### src/lbp_r2_p8_histogram_core_macros.svh
// Assertion macros shared by the histogram core.
`ifndef LBP_R2_P8_HISTOGRAM_CORE_MACROS_SVH
`define LBP_R2_P8_HISTOGRAM_CORE_MACROS_SVH

// Same-cycle implication, checked outside reset.
`define LBPH_ASSERT_IMP(label, clk, rst_n, ante, cons) \
  label: assert property (@(posedge clk) disable iff (!rst_n) (ante) |-> (cons)) \
    else $error("assertion failed in %m");

// Next-cycle implication, checked outside reset.
`define LBPH_ASSERT_NXT(label, clk, rst_n, ante, cons) \
  label: assert property (@(posedge clk) disable iff (!rst_n) (ante) |=> (cons)) \
    else $error("assertion failed in %m");

`endif

### src/lbph_fifo.sv
module lbph_fifo #(
  parameter int unsigned WIDTH = 8,
  parameter int unsigned DEPTH = 4
) (
  input  logic                         clk_i,
  input  logic                         rst_ni,
  input  logic                         push_i,
  input  logic [WIDTH-1:0]             data_i,
  input  logic                         pop_i,
  output logic [WIDTH-1:0]             data_o,
  output logic                         empty_o,
  output logic [$clog2(DEPTH+1)-1:0]   count_o
);

  localparam int unsigned PW = (DEPTH > 1) ? $clog2(DEPTH) : 1;
  localparam int unsigned CW = $clog2(DEPTH+1);

  logic [WIDTH-1:0] mem_q [DEPTH];
  logic [PW-1:0]    wr_q, wr_d, rd_q, rd_d;
  logic [CW-1:0]    cnt_q, cnt_d;
  logic             do_push, do_pop;

  assign do_pop  = pop_i && (cnt_q != '0);
  assign do_push = push_i;

  always_comb begin
    wr_d  = wr_q;
    rd_d  = rd_q;
    cnt_d = cnt_q;
    if (do_push) begin
      wr_d = (32'(wr_q) == DEPTH - 1) ? '0 : wr_q + PW'(1);
    end
    if (do_pop) begin
      rd_d = (32'(rd_q) == DEPTH - 1) ? '0 : rd_q + PW'(1);
    end
    if (do_push && !do_pop) begin
      cnt_d = cnt_q + CW'(1);
    end else if (!do_push && do_pop) begin
      cnt_d = cnt_q - CW'(1);
    end
  end

  always_ff @(posedge clk_i or negedge rst_ni) begin
    if (!rst_ni) begin
      wr_q  <= '0;
      rd_q  <= '0;
      cnt_q <= '0;
    end else begin
      wr_q  <= wr_d;
      rd_q  <= rd_d;
      cnt_q <= cnt_d;
    end
  end

  always_ff @(posedge clk_i) begin
    if (do_push) begin
      mem_q[wr_q] <= data_i;
    end
  end

  assign data_o  = mem_q[rd_q];
  assign empty_o = (cnt_q == '0);
  assign count_o = cnt_q;

endmodule

### config.mk
export PLATFORM = sky130hd
export DESIGN_NAME = lbph_fifo
export DESIGN_NICKNAME = d
export VERILOG_FILES = /design/src/lbp_r2_p8_histogram_core_macros.svh /design/src/lbph_fifo.sv
export SDC_FILE = /design/constraint.sdc
export NUM_CORES = 1
export LEC_CHECK = 0
export ABC_CLOCK_PERIOD_IN_PS = 3400
export BUFFER_PORTS_ARGS = -buffer_cell sky130_fd_sc_hd__buf_2
export CAP_MARGIN = 20
export CORE_ASPECT_RATIO = 1.75
export CORE_MARGIN = 2
export CORE_UTILIZATION = 44
export DETAILED_ROUTE_END_ITERATION = 8
export SYNTH_ARGS = -nofsm -noshare
export SYNTH_HDL_FRONTEND = slang
export SYNTH_SLANG_ARGS = --single-unit
### constraint.sdc
create_clock -name clk_i -period 3.4 [get_ports clk_i]
set_clock_uncertainty 0.1 [all_clocks]
set_input_delay 0.34 -clock clk_i [delete_from_list [all_inputs] [get_ports clk_i]]
set_output_delay 0.34 -clock clk_i [all_outputs]
set_load 0.05 [all_outputs]
Yosys cells after proc, flatten, opt, wreduce, memory -nomap -nowiden
Memories as Yosys holds them, arrays and structs flattened.
Cells that the tools add are included.
{"block": "op_classes", "n_addsub": 4, "n_eq_ne": 2, "mux": 6, "n_reduce_logical": 8}
{"operator": "3-bit two-way mux", "n": 2}
{"operator": "2-bit by 1-bit adder with 2-bit output (second input constant)", "n": 2}
{"operator": "2-bit == test (second input constant)", "n": 2}
{"operator": "2-bit two-way mux", "n": 2}
{"operator": "3-bit by 1-bit adder with 3-bit output (second input constant)", "n": 1}
{"operator": "1-bit logical AND", "n": 3}
{"operator": "3-bit zero test", "n": 1}
{"operator": "3-bit nonzero test", "n": 1}
{"operator": "3-bit by 1-bit subtractor with 3-bit output (second input constant)", "n": 1}
{"operator": "1-bit zero test", "n": 2}
{"operator": "1-bit two-way mux", "n": 2}
{"operator": "2-bit nonzero test", "n": 1}
{"block": "totals", "ff_bits": 7, "mem_bits_rw": 32, "inputBits": 12, "out_inout_bits": 12, "wordCells": 24, "mem_count": 1}
{"name": "mem_q", "words": 4, "width": 8, "read_ports": 1, "rd_ports_with_merged_regs": 0, "write_ports": 1, "line_no": "lbph_fifo.sv:18", "rtl": "logic [WIDTH-1:0] mem_q [DEPTH];"}

Logic depth before layout (Yosys ltp)
Gate-level depths: netlist (run 1).
{"block": "logic_depth", "depth_word": 5, "mapped_depth": 7, "mapped_depth_nobuf": 7}

Least setup slack after synthesis (run 1)
OpenSTA, ideal clock, no wires.
{"block": "synth_timing", "kind": "flip-flop to output port", "startpoint": "reg cnt_q[0], in the netlist count_o[0]", "endpoint": "out empty_o", "arrival_ns": 1.805, "required_time_ns": 2.960, "slack_ns": 1.155, "stages_incl_launch_ff": 2, "path_buffers": 0, "path_cell_list": "dfrtp_1 > nor3_1"}
{"block": "synth_between", "elab_chain_cells": 1}
{"item": "start, declared", "line_no": "lbph_fifo.sv:20", "rtl": "logic [CW-1:0] cnt_q, cnt_d;"}
{"item": "start signal, assigned", "line_no": "lbph_fifo.sv:51", "rtl": "cnt_q <= cnt_d;"}
{"item": "3-bit zero test", "line_no": "lbph_fifo.sv:62", "rtl": "assign empty_o = (cnt_q == '0);"}
{"item": "end, declared", "line_no": "lbph_fifo.sv:11", "rtl": "output logic empty_o,"}
No other way between the ends.

Worst setup path in the final report (run 1)
{"block": "layout_timing", "startpoint": "reg rd_q[0]", "endpoint": "out data_o[7]"}
{"block": "layout_between", "elab_chain_cells": 1}
{"item": "start, declared", "line_no": "lbph_fifo.sv:19", "rtl": "logic [PW-1:0] wr_q, wr_d, rd_q, rd_d;"}
{"item": "start signal, assigned", "line_no": "lbph_fifo.sv:50", "rtl": "rd_q <= rd_d;"}
{"item": "memory read 4 x 8 bit"}
{"item": "end, declared", "line_no": "lbph_fifo.sv:10", "rtl": "output logic [WIDTH-1:0] data_o,"}
No other way between the ends.

==> flow_metrics.py, run 1 <==
metrics = {
    "routing": {
        "vias": 788,
        "routedWlPerCell_um": 16.25,
        "ant_nets": 0,
        "first_pass_iters": 4,
        "via_per_inst": 5.150,
        "drt_wl_total_um": 2487,
        "drc_errors": 0,
        "drtIter0Drc": 20,
    },
    "pwr": {
        "peakVddDrop_uv": 561.6,
        "power_mw": 1.725,
        "p_per_area_mw_per_mm2": 943.6,
        "leakagePower_nw": 0.6888,
    },
    "placed_design": {
        "port_buffers": 23,
        "place_congestion": 0.6532,
        "dp_hpwl_um": 1748,
    },
    "grt": {
        "grt_pass1_vias": 866,
        "grt_max_degree": 12,
        "grt_util_met3_pct": 4.676,
        "grt_usage_pct": 14.49,
        "gr-total-overflow": 0,
        "global_route.peak_usage_layer": "met2",
        "use_met1_pct": 13.08,
        "met2_usage_pct": 25.92,
        "grt_antenna_before_repair": 0,
        "grt_pass1_wl_um": 4126,
    },
    "setup_path": {
        "worstRegToRegCells": 7,
        "critPathCaptureType": "output port",
        "crit_fanout": 11,
        "path_class": "reg2out",
        "crit_path_max_incr_delay_ps": 740,
        "critical_path_arrival_ps": 1840,
        "cp_num_cells": 2,
        "start_kind": "register",
        "critPathBufInv": 1,
        "cpMaxStageDelayCell": "dfrtp_1",
        "crit_family": "flip-flops",
        "cp_cell_sequence": "mux4_2 > buf_2",
        "required_ps": 2960,
    },
    "yosys": {
        "syn-mean-instance-area_sq_um": 20.28,
        "synth_area_leaders": "edfxtp_1, mux4_2, dfrtp_1, ha_1, and2_1",
        "synth_top_area_cell": "edfxtp_1",
        "yosysMostFrequentCell": "edfxtp_1",
        "netlist_area_sq_mm": 0.001582,
        "synth-async-reset-ratio_pct": 17.95,
        "synthCells": 78,
        "synth_ff_type": "edfxtp_1",
        "synth_top_area_share_pct": 60.76,
        "synth_cell_types": 19,
        "synthTopCellsByCount": "edfxtp_1, mux4_2, dfrtp_1",
        "synth_edf_count": 32,
        "syn_nets": 97,
        "yosys_warnings": 0,
        "synth_seq_area_share_pct": 71.84,
        "ys_ff_latch": 39,
    },
    "clock_network": {
        "clock_latency_ps": 290,
        "cts_setup_buffers": 0,
        "cts_root_buffer": "clkbuf_8",
        "cts_tree": "done",
        "post_cts_resized": 0,
        "cts-htree-levels": 2,
        "hold_buffers": 1,
        "cts-buffers-inserted": 5,
        "cts.path.max_buffers": 2,
        "clk_pin_slew_ps": 70,
        "cts_sinks": 39,
    },
    "hold_path": {
        "hold_path.class": "in2reg",
        "hold_depth": 1,
    },
    "layout": {
        "antenna_cells": 0,
        "num-nets-final": 126,
        "area_growth_pct": 15.59,
        "fillers": 324,
        "drive_above_1_share_pct": 37.96,
    },
    "timing": {
        "finalSetupViolCount": 0,
        "report.final.hold_viol_count": 0,
        "post-route-min-period_ps": 2281,
        "relSlewSlack_pct": 58.54,
        "drv_slew": 0,
        "rsz0062_at_grt": "no",
        "tightest_slew_ps": 621.8,
        "finalSetupTns_ps": 0,
        "fmax_ghz": 0.4384,
        "timing.final.crit_share_pct": 67.09,
    },
    "floorplanning": {
        "io_pins": 24,
        "rows": 28,
        "start_util_pct": 46.54,
        "die_h_um": 83.31,
        "die_w_um": 49.32,
        "core_sq_mm": 0.003398,
        "dieArea_sq_mm": 0.004109,
    },
    "run_status": {
        "outcome": "completed",
    },
    "job": {
        "cap_viol_max_count": 0,
    },
}
==> stage by stage <==
step | utilization [%] | hold slack [ps] | std cells | worst slack, ps | cell area, sq um
after floorplan | - | -55.59 | 78 | 1155 | 1582
after global placement | 51.10 | 82.13 | 144 | 1371 | 1737
after detailed placement | 51.10 | 87.26 | 144 | 1266 | 1737
after CTS | 53.79 | 153.1 | 153 | 1062 | 1828
after global routing | 53.79 | 149.3 | 153 | 982.6 | 1828
final | 53.79 | 161.4 | 153 | 1119 | 1828
==> cell families (layout without fill, tap and decap cells) <==
logic type / after synthesis / after routing / share of synthesized area [%]
flip-flops: 39 / 39 / 71.84
multiplexers: 10 / 10 / 13.05
AND/OR/NAND/NOR: 10 / 10 / 3.165
adder cells (fa/ha/maj): 7 / 7 / 6.013
buffers and inverters: 5 / 35 / 1.740
AO/OA/AOI/OAI: 4 / 4 / 2.532
XOR/XNOR: 3 / 3 / 1.662
==> area by class of cell <==
type                    count  area, sq um  area share [%]
inverters                   3        11.26          0.6160
well taps                  45        56.30           3.080
clock buffers               7        76.32           4.175
repair buffers             24        125.1           6.845
multi-input cells          34        417.9           22.86
flip-flops and latches     39         1136           62.15
clock inverters             1        5.005          0.2738
==> sequential cells by signal (all words and copies together), names as in the netlist <==
| signal | cells |
|---|---|
| mem_q | 32 |
| rd_q | 2 |
| wr_q | 2 |
| count_o | 3 |
==> layout by cell type (no fill, tap or decap) <==
cell	netlist	layout
edfxtp_1	32	32
buf_2	0	23
mux4_2	8	8
dfrtp_1	7	7
ha_1	6	6
clkbuf_8	0	5
and2_1	4	4
inv_1	3	3
nor3_1	2	2
nor2_1	2	2
nand2_1	2	2
o21ai_0	2	2
xor2_1	2	2
clkbuf_1	0	2
o31ai_4	1	1
mux2_2	1	1
xnor2_1	1	1
a21o_2	1	1
mux2_4	1	1
fa_1	1	1
clkinv_2	0	1
dlygate4sd3_1	0	1
==> final timing paths <==
check	slack, ps	start	to
max	1120	rd_q[0]$_DFFE_PN0P_	data_o[7]
min	160	data_i[5]	mem_q[2][5]$_DFFE_PP_
max reg2reg	1280	count_o[0]$_DFFE_PN0P_	count_o[2]$_DFFE_PN0P_
min reg2reg	490	count_o[2]$_DFFE_PN0P_	count_o[2]$_DFFE_PN0P_
max in group asynchronous	2720	rst_ni	rd_q[0]$_DFFE_PN0P_
min in group asynchronous	310	rst_ni	count_o[1]$_DFFE_PN0P_
==> report_power, final <==
part	switching [mW]	internal [mW]
Combinational	0.448	0.239
Clock	0.148	0.144
Sequential	0.116	0.629
==> routing by layer <==
layer	up-vias	part of all wire [%]	routed length [um]
li1	358	-	-
met5	-	0	0
met4	0	3.7	91
met3	7	5.7	142
met1	400	32	800
met2	23	58	1452
No activity file was read; power rests on OpenSTA's default activity.
==> run 2, diff against run 1 <==
--- a/config.mk
+++ b/config.mk
@@ -5,7 +5,7 @@
 export SDC_FILE = /design/constraint.sdc
 export NUM_CORES = 1
 export LEC_CHECK = 0
-export ABC_CLOCK_PERIOD_IN_PS = 3400
+export ABC_CLOCK_PERIOD_IN_PS = 2200
 export BUFFER_PORTS_ARGS = -buffer_cell sky130_fd_sc_hd__buf_2
 export CAP_MARGIN = 20
 export CORE_ASPECT_RATIO = 1.75
==> constraint.sdc (replaced) <==
create_clock -name clk_i -period 2.2 [get_ports clk_i]
set_clock_uncertainty 0.1 [all_clocks]
set_input_delay 0.22 -clock clk_i [delete_from_list [all_inputs] [get_ports clk_i]]
set_output_delay 0.22 -clock clk_i [all_outputs]
set_load 0.05 [all_outputs]
==> run 2 against run 1 <==
Net effect:
- routed wire length down 2.1%
- count of clock-buffer cells in the layout down 1
- die area unchanged
- via count down 2.3%
- sequential power up 52%
- total power up 57%
- register-to-register slack worse by 1100 ps
- sequential share of layout area down 0.85 points
- final area up 1.5%
- non-clock buffer count up 2
- critical endpoint is now count_o[2]$_DFFE_PN0P_
- highest routed layer unchanged
==> flow_metrics.py, run 2 (synthesis results as in run 1) <==
metrics = {
    "run_status": {
        "outcome": "completed",
    },
    "routing": {
        "routedWlPerCell_um": 15.70,
        "drt_wl_total_um": 2434,
        "via_per_inst": 4.968,
        "ant_nets": 0,
        "first_pass_iters": 4,
        "drc_errors": 0,
        "drtIter0Drc": 29,
        "vias": 770,
    },
    "setup_path": {
        "required_ps": 2310,
        "path_class": "reg2reg",
        "cp_common_cell": "xor2_1",
        "critPathCaptureType": "register",
        "critical_path_arrival_ps": 2180,
        "start_kind": "register",
        "cpMaxStageDelayCell": "dfrtp_2",
        "crit_fanout": 5,
        "cp_cell_sequence": "o31ai_4 > ha_1 > inv_1 > fa_1 > xor2_1 > nor2_1 > xor2_1",
        "crit_path_max_incr_delay_ps": 460,
    },
    "pwr": {
        "leakagePower_nw": 0.6997,
        "swShare_pct": 40.78,
        "peakVddDrop_uv": 824.0,
        "p_per_area_mw_per_mm2": 1456,
        "combPwrFrac_pct": 42.0,
        "internal_power_mw": 1.600,
        "p_switching_mw": 1.102,
        "pwr-share-clk_pct": 16.4,
        "seq_power_share_pct": 41.6,
    },
    "layout": {
        "drive_above_1_share_pct": 39.09,
        "antenna_cells": 0,
        "final_cell_mix": "edfxtp_1, buf_2, mux4_2",
        "top_register": "mem_q",
        "fin_util_pct": 54.60,
        "largest_reg_flops": 32,
        "final_common_cell": "edfxtp_1",
        "fillers": 286,
        "area_growth_pct": 17.33,
        "num-nets-final": 128,
    },
    "timing": {
        "relSlewSlack_pct": 70.67,
        "fmax_ghz": 0.4843,
        "timing.final.crit_share_pct": 93.86,
        "finalSetupViolCount": 0,
        "drv_slew": 0,
        "report.final.hold_viol_count": 0,
        "tightest_slew_ps": 440.0,
        "finalSetupTns_ps": 0,
        "rsz0062_at_grt": "no",
        "post-route-min-period_ps": 2065,
    },
    "clock_network": {
        "cts_root_buffer": "clkbuf_8",
        "cts_tree": "done",
        "hold_buffers": 1,
        "post_cts_resized": 0,
        "cts_setup_buffers": 0,
        "clk_pin_slew_ps": 70,
        "cts_sinks": 39,
        "clock_latency_ps": 280,
        "cts-buffers-inserted": 5,
        "cts.path.max_buffers": 2,
        "cts-htree-levels": 2,
    },
    "grt": {
        "grt_max_degree": 12,
        "grt_usage_pct": 13.94,
        "grt_antenna_before_repair": 0,
        "grt_pass1_vias": 808,
        "grt_pass1_wl_um": 4043,
        "gr-total-overflow": 0,
    },
    "floorplanning": {
        "core_sq_mm": 0.003398,
        "die_w_um": 49.32,
        "rows": 28,
        "io_pins": 24,
        "dieArea_sq_mm": 0.004109,
        "die_h_um": 83.31,
        "start_util_pct": 46.54,
    },
    "placed_design": {
        "place_congestion": 0.6541,
        "dp_hpwl_um": 1784,
        "port_buffers": 23,
    },
    "job": {
        "cap_viol_max_count": 0,
    },
    "hold_path": {
        "hold_path.class": "in2reg",
    },
}
-- run 2: cell types whose count changed in the layout (fill, tap and decap cells not counted), sizes merged --
cell    previous run  this run
clkinv             1         2
buf               23        25
clkbuf             7         6
-- run 2: final cells by class --
class                   count  area (sq um)  area share (%)
flip-flops and latches     39          1137           61.29
multi-input cells          34         417.9           22.52
repair buffers             26         152.6           8.227
clock buffers               6         72.57           3.911
well taps                  45         56.30           3.034
inverters                   3         11.26          0.6069
clock inverters             2         7.507          0.4046
-- run 2: power by group through the flow --
stage,logic [mW],clock network (mW),registers [mW]
2_1_floorplan,0.850,0,1.17
3_3_place_gp,1.12,0,1.14
3_5_place_dp,1.15,0,1.15
4_1_cts,1.16,0.453,1.13
5_1_grt,1.21,0.485,1.15
6_report,1.13,0.442,1.13
-- run 2: final timing paths --
check	start	cells past startpoint	end	slack, ps
setup / recovery	count_o[0]$_DFFE_PN0P_	7	count_o[2]$_DFFE_PN0P_	140
hold / removal	data_i[6]	1	mem_q[3][6]$_DFFE_PP_	40
setup reg to reg	count_o[0]$_DFFE_PN0P_	7	count_o[2]$_DFFE_PN0P_	140
hold reg to reg	count_o[0]$_DFFE_PN0P_	1	count_o[0]$_DFFE_PN0P_	460
max in group asynchronous	rst_ni	2	count_o[0]$_DFFE_PN0P_	1620
min in group asynchronous	rst_ni	2	wr_q[0]$_DFFE_PN0P_	200
-- run 2: per-layer routing --
layer / routed length, um / vias up / GRT usage (%)
met2: 1382 / 17 / 24.32
met1: 893 / 384 / 14.76
met3: 103 / 7 / 4.137
met4: 56 / 0 / 7.013
li1: - / 362 / -
met5: 0 / - / 0
-- run 2: through the flow --
step                      area (sq um)  power [mW]  cells  setup WS [ps]  hold WS (ps)
after floorplan                   1583       2.024     78          18.55        -175.6
after global placement            1765       2.257    146          273.9        -38.58
after global routing              1856       2.852    155          3.842         34.59
final                             1856       2.702    155          135.1         44.11
after CTS                         1856       2.744    155          115.5         35.87
after detailed placement          1765       2.300    146          138.0        -34.91
-- run 2: critical path, delay by kind of cell (launching register included) --
family | cells | cell delay, ps
flops | 1 | 460
fa+ha+maj | 2 | 620
compound gates | 1 | 280
simple gates | 1 | 130
buf+inv | 1 | 70
xor+xnor | 2 | 340
==> run 3, diff against run 2 <==
--- a/config.mk
+++ b/config.mk
@@ -5,13 +5,14 @@
 export SDC_FILE = /design/constraint.sdc
 export NUM_CORES = 1
 export LEC_CHECK = 0
-export ABC_CLOCK_PERIOD_IN_PS = 2200
+export ABC_CLOCK_PERIOD_IN_PS = 1700
 export BUFFER_PORTS_ARGS = -buffer_cell sky130_fd_sc_hd__buf_2
 export CAP_MARGIN = 20
 export CORE_ASPECT_RATIO = 1.75
 export CORE_MARGIN = 2
 export CORE_UTILIZATION = 44
 export DETAILED_ROUTE_END_ITERATION = 8
+export PLACE_DENSITY = 0.67
 export SYNTH_ARGS = -nofsm -noshare
 export SYNTH_HDL_FRONTEND = slang
 export SYNTH_SLANG_ARGS = --single-unit
==> constraint.sdc (replaced) <==
create_clock -name clk_i -period 1.7 [get_ports clk_i]
set_clock_uncertainty 0.1 [all_clocks]
set_input_delay 0.17 -clock clk_i [delete_from_list [all_inputs] [get_ports clk_i]]
set_output_delay 0.17 -clock clk_i [all_outputs]
set_load 0.05 [all_outputs]
==> run 3 against run 2 <==
Net effect:
- the run now ends with negative setup slack left
- utilization up 6.4 points
- total power up 43%
- flip-flop and latch count unchanged
- critical path depth stayed put
- maximum frequency up 9.1%
- sequential power up 24%
- count of clock-buffer cells in the layout shrank 1
- via count increased by 12%
- sequential share of layout area shrank 6.3 points
- clock power is 36% higher
- combinational power rose by 64%
- register-to-register slack got worse by 330 ps
- largest cell class unchanged
- highest routed layer unchanged
==> flow_metrics.py, run 3 (synthesis results as in run 1) <==
metrics = {
    "floorplanning": {
        "dieArea_sq_mm": 0.004109,
        "die_w_um": 49.32,
        "die_h_um": 83.31,
        "core_sq_mm": 0.003398,
        "rows": 28,
        "start_util_pct": 46.54,
        "io_pins": 24,
    },
    "grt": {
        "grt_usage_pct": 13.86,
        "grt_pass1_wl_um": 4015,
        "grt_antenna_before_repair": 0,
        "grt_pass1_vias": 905,
        "gr-total-overflow": 0,
        "grt_max_degree": 14,
    },
    "job": {
        "cap_viol_max_count": 0,
    },
    "clock_network": {
        "cts_sinks": 39,
        "cts_root_buffer": "clkbuf_8",
        "clock_latency_ps": 290,
        "cts-htree-levels": 2,
        "clk_pin_slew_ps": 80,
        "cts_tree": "done",
        "cts.path.max_buffers": 2,
        "cts-buffers-inserted": 5,
    },
    "pwr": {
        "internal_power_mw": 2.346,
        "combPwrFrac_pct": 48.0,
        "peakVddDrop_uv": 1292,
        "seq_power_share_pct": 36.4,
        "p_switching_mw": 1.511,
        "swShare_pct": 39.17,
        "pwr-share-clk_pct": 15.6,
        "power_mw": 3.857,
        "p_per_area_mw_per_mm2": 1860,
        "leakagePower_nw": 0.7958,
    },
    "hold_path": {
        "hold_depth": 2,
        "hold_path_end": "wr_q[0]$_DFFE_PN0P_",
        "hold_start": "push_i",
        "hold_path.class": "in2reg",
    },
    "setup_path": {
        "cp-startpoint": "count_o[0]$_DFFE_PN0P_",
        "start_kind": "register",
        "critPathCaptureType": "register",
        "critical_path_arrival_ps": 1970,
        "required_ps": 1780,
        "worstRegToRegCells": 7,
        "crit_fanout": 2,
        "ff2ff_setup_slack_ps": -190,
        "path_class": "reg2reg",
        "r2r_end": "count_o[2]$_DFFE_PN0P_",
        "crit-reg2reg-launch": "count_o[0]$_DFFE_PN0P_",
    },
    "routing": {
        "drt_wl_total_um": 2547,
        "vias": 861,
        "via_per_inst": 5.006,
        "routedWlPerCell_um": 14.81,
        "ant_nets": 0,
        "drc_errors": 0,
        "drtIter0Drc": 15,
        "first_pass_iters": 4,
    },
    "layout": {
        "final_cell_mix": "edfxtp_1, buf_2, buf_4",
        "area_growth_pct": 31.09,
        "final_common_cell": "edfxtp_1",
        "top_register": "mem_q",
        "drive_above_1_share_pct": 47.24,
        "num-nets-final": 145,
        "fin_util_pct": 61.01,
        "stdcell_count": 172,
        "antenna_cells": 0,
        "largest_reg_flops": 32,
    },
    "timing": {
        "finalSetupViolCount": 10,
        "finalSetupTns_ps": -1026,
        "report.final.hold_viol_count": 0,
        "timing.final.crit_share_pct": 111.4,
        "fin_ws_ps": -193.3,
        "rsz0062_at_grt": "yes",
        "relSlewSlack_pct": 70.89,
        "drv_slew": 0,
        "fmax_ghz": 0.5282,
        "tightest_slew_ps": 436.7,
        "post-route-min-period_ps": 1893,
    },
    "run_status": {
        "outcome": "finished with violations",
        "violations": "negative setup slack",
    },
    "placed_design": {
        "place_congestion": 0.6304,
        "dp_hpwl_um": 1807,
        "dp.cells": 153,
        "port_buffers": 23,
    },
}
## run 3: cell types whose count changed in the layout (fill, tap and decap cells not counted), sizes merged
cell,delta
buf,+9
dlygate4sd3,+8
clkinvlp,+2
clkbuf,-1
clkinv,-1
## run 3: power by group through the flow
stage               Combinational (mW)  Sequential [mW]  Clock (mW)
detailed placement                1.65             1.44           0
global route                      1.98             1.43       0.643
CTS                               1.85             1.41       0.614
global placement                  1.60             1.41           0
finish                            1.85             1.40       0.600
floorplan                         1.11             1.53           0
## run 3: cell type report
type                       instances  area, sq um
fill                             275         1325
tap                               45        56.30
clock buffer                       5        68.82
inverter                           3        11.26
sequential                        39         1140
clock inverter                     3        20.02
timing repair buffer              43        350.3
multi-input combinational         34        426.7
## run 3: critical path, stage by stage (launching register included)
cell     delay, ps
dfrtp_2        430
o31ai_4        270
ha_2           230
inv_2           40
fa_2           330
xor2_1         160
nor2_1          70
xor2_1         160
## run 3: how the worst max path moves through the flow
stage	to	slack [ps]
2_1_floorplan	count_o[2]$_DFFE_PN0P_	-350
3_3_place_gp	count_o[2]$_DFFE_PN0P_	-130
3_5_place_dp	count_o[2]$_DFFE_PN0P_	-220
4_1_cts	count_o[2]$_DFFE_PN0P_	-200
5_1_grt	count_o[2]$_DFFE_PN0P_	-310
6_report	count_o[2]$_DFFE_PN0P_	-190
## run 3: per-stage QoR
| stage | area [sq um] | setup slack [ps] | hold slack, ps |
|---|---|---|---|
| floorplan | 1590 | -352.1 | -225.6 |
| global placement | 1826 | -128.5 | -90.93 |
| detailed placement | 1826 | -215.3 | -84.62 |
| CTS | 2052 | -202.5 | 0.7069 |
| global route | 2073 | -306.2 | 111.0 |
| finish | 2073 | -193.3 | 77.18 |
## run 3: routing by layer
metal / track usage (%) / vias to the layer above / wire length [um]
met5: 0 / - / 0
met4: 6.234 / 0 / 53
met3: 4.317 / 5 / 91
met2: 27.40 / 21 / 1551
met1: 11.66 / 440 / 851
li1: - / 395 / -
## run 3: what timing repair did
action	CTS	global route
hold buffers	8	1
buffers inserted	1	1
gates resized for setup	16	1
pin swaps	5	1
endpoints found under the setup margin	10	10
hold endpoints to repair	35	4
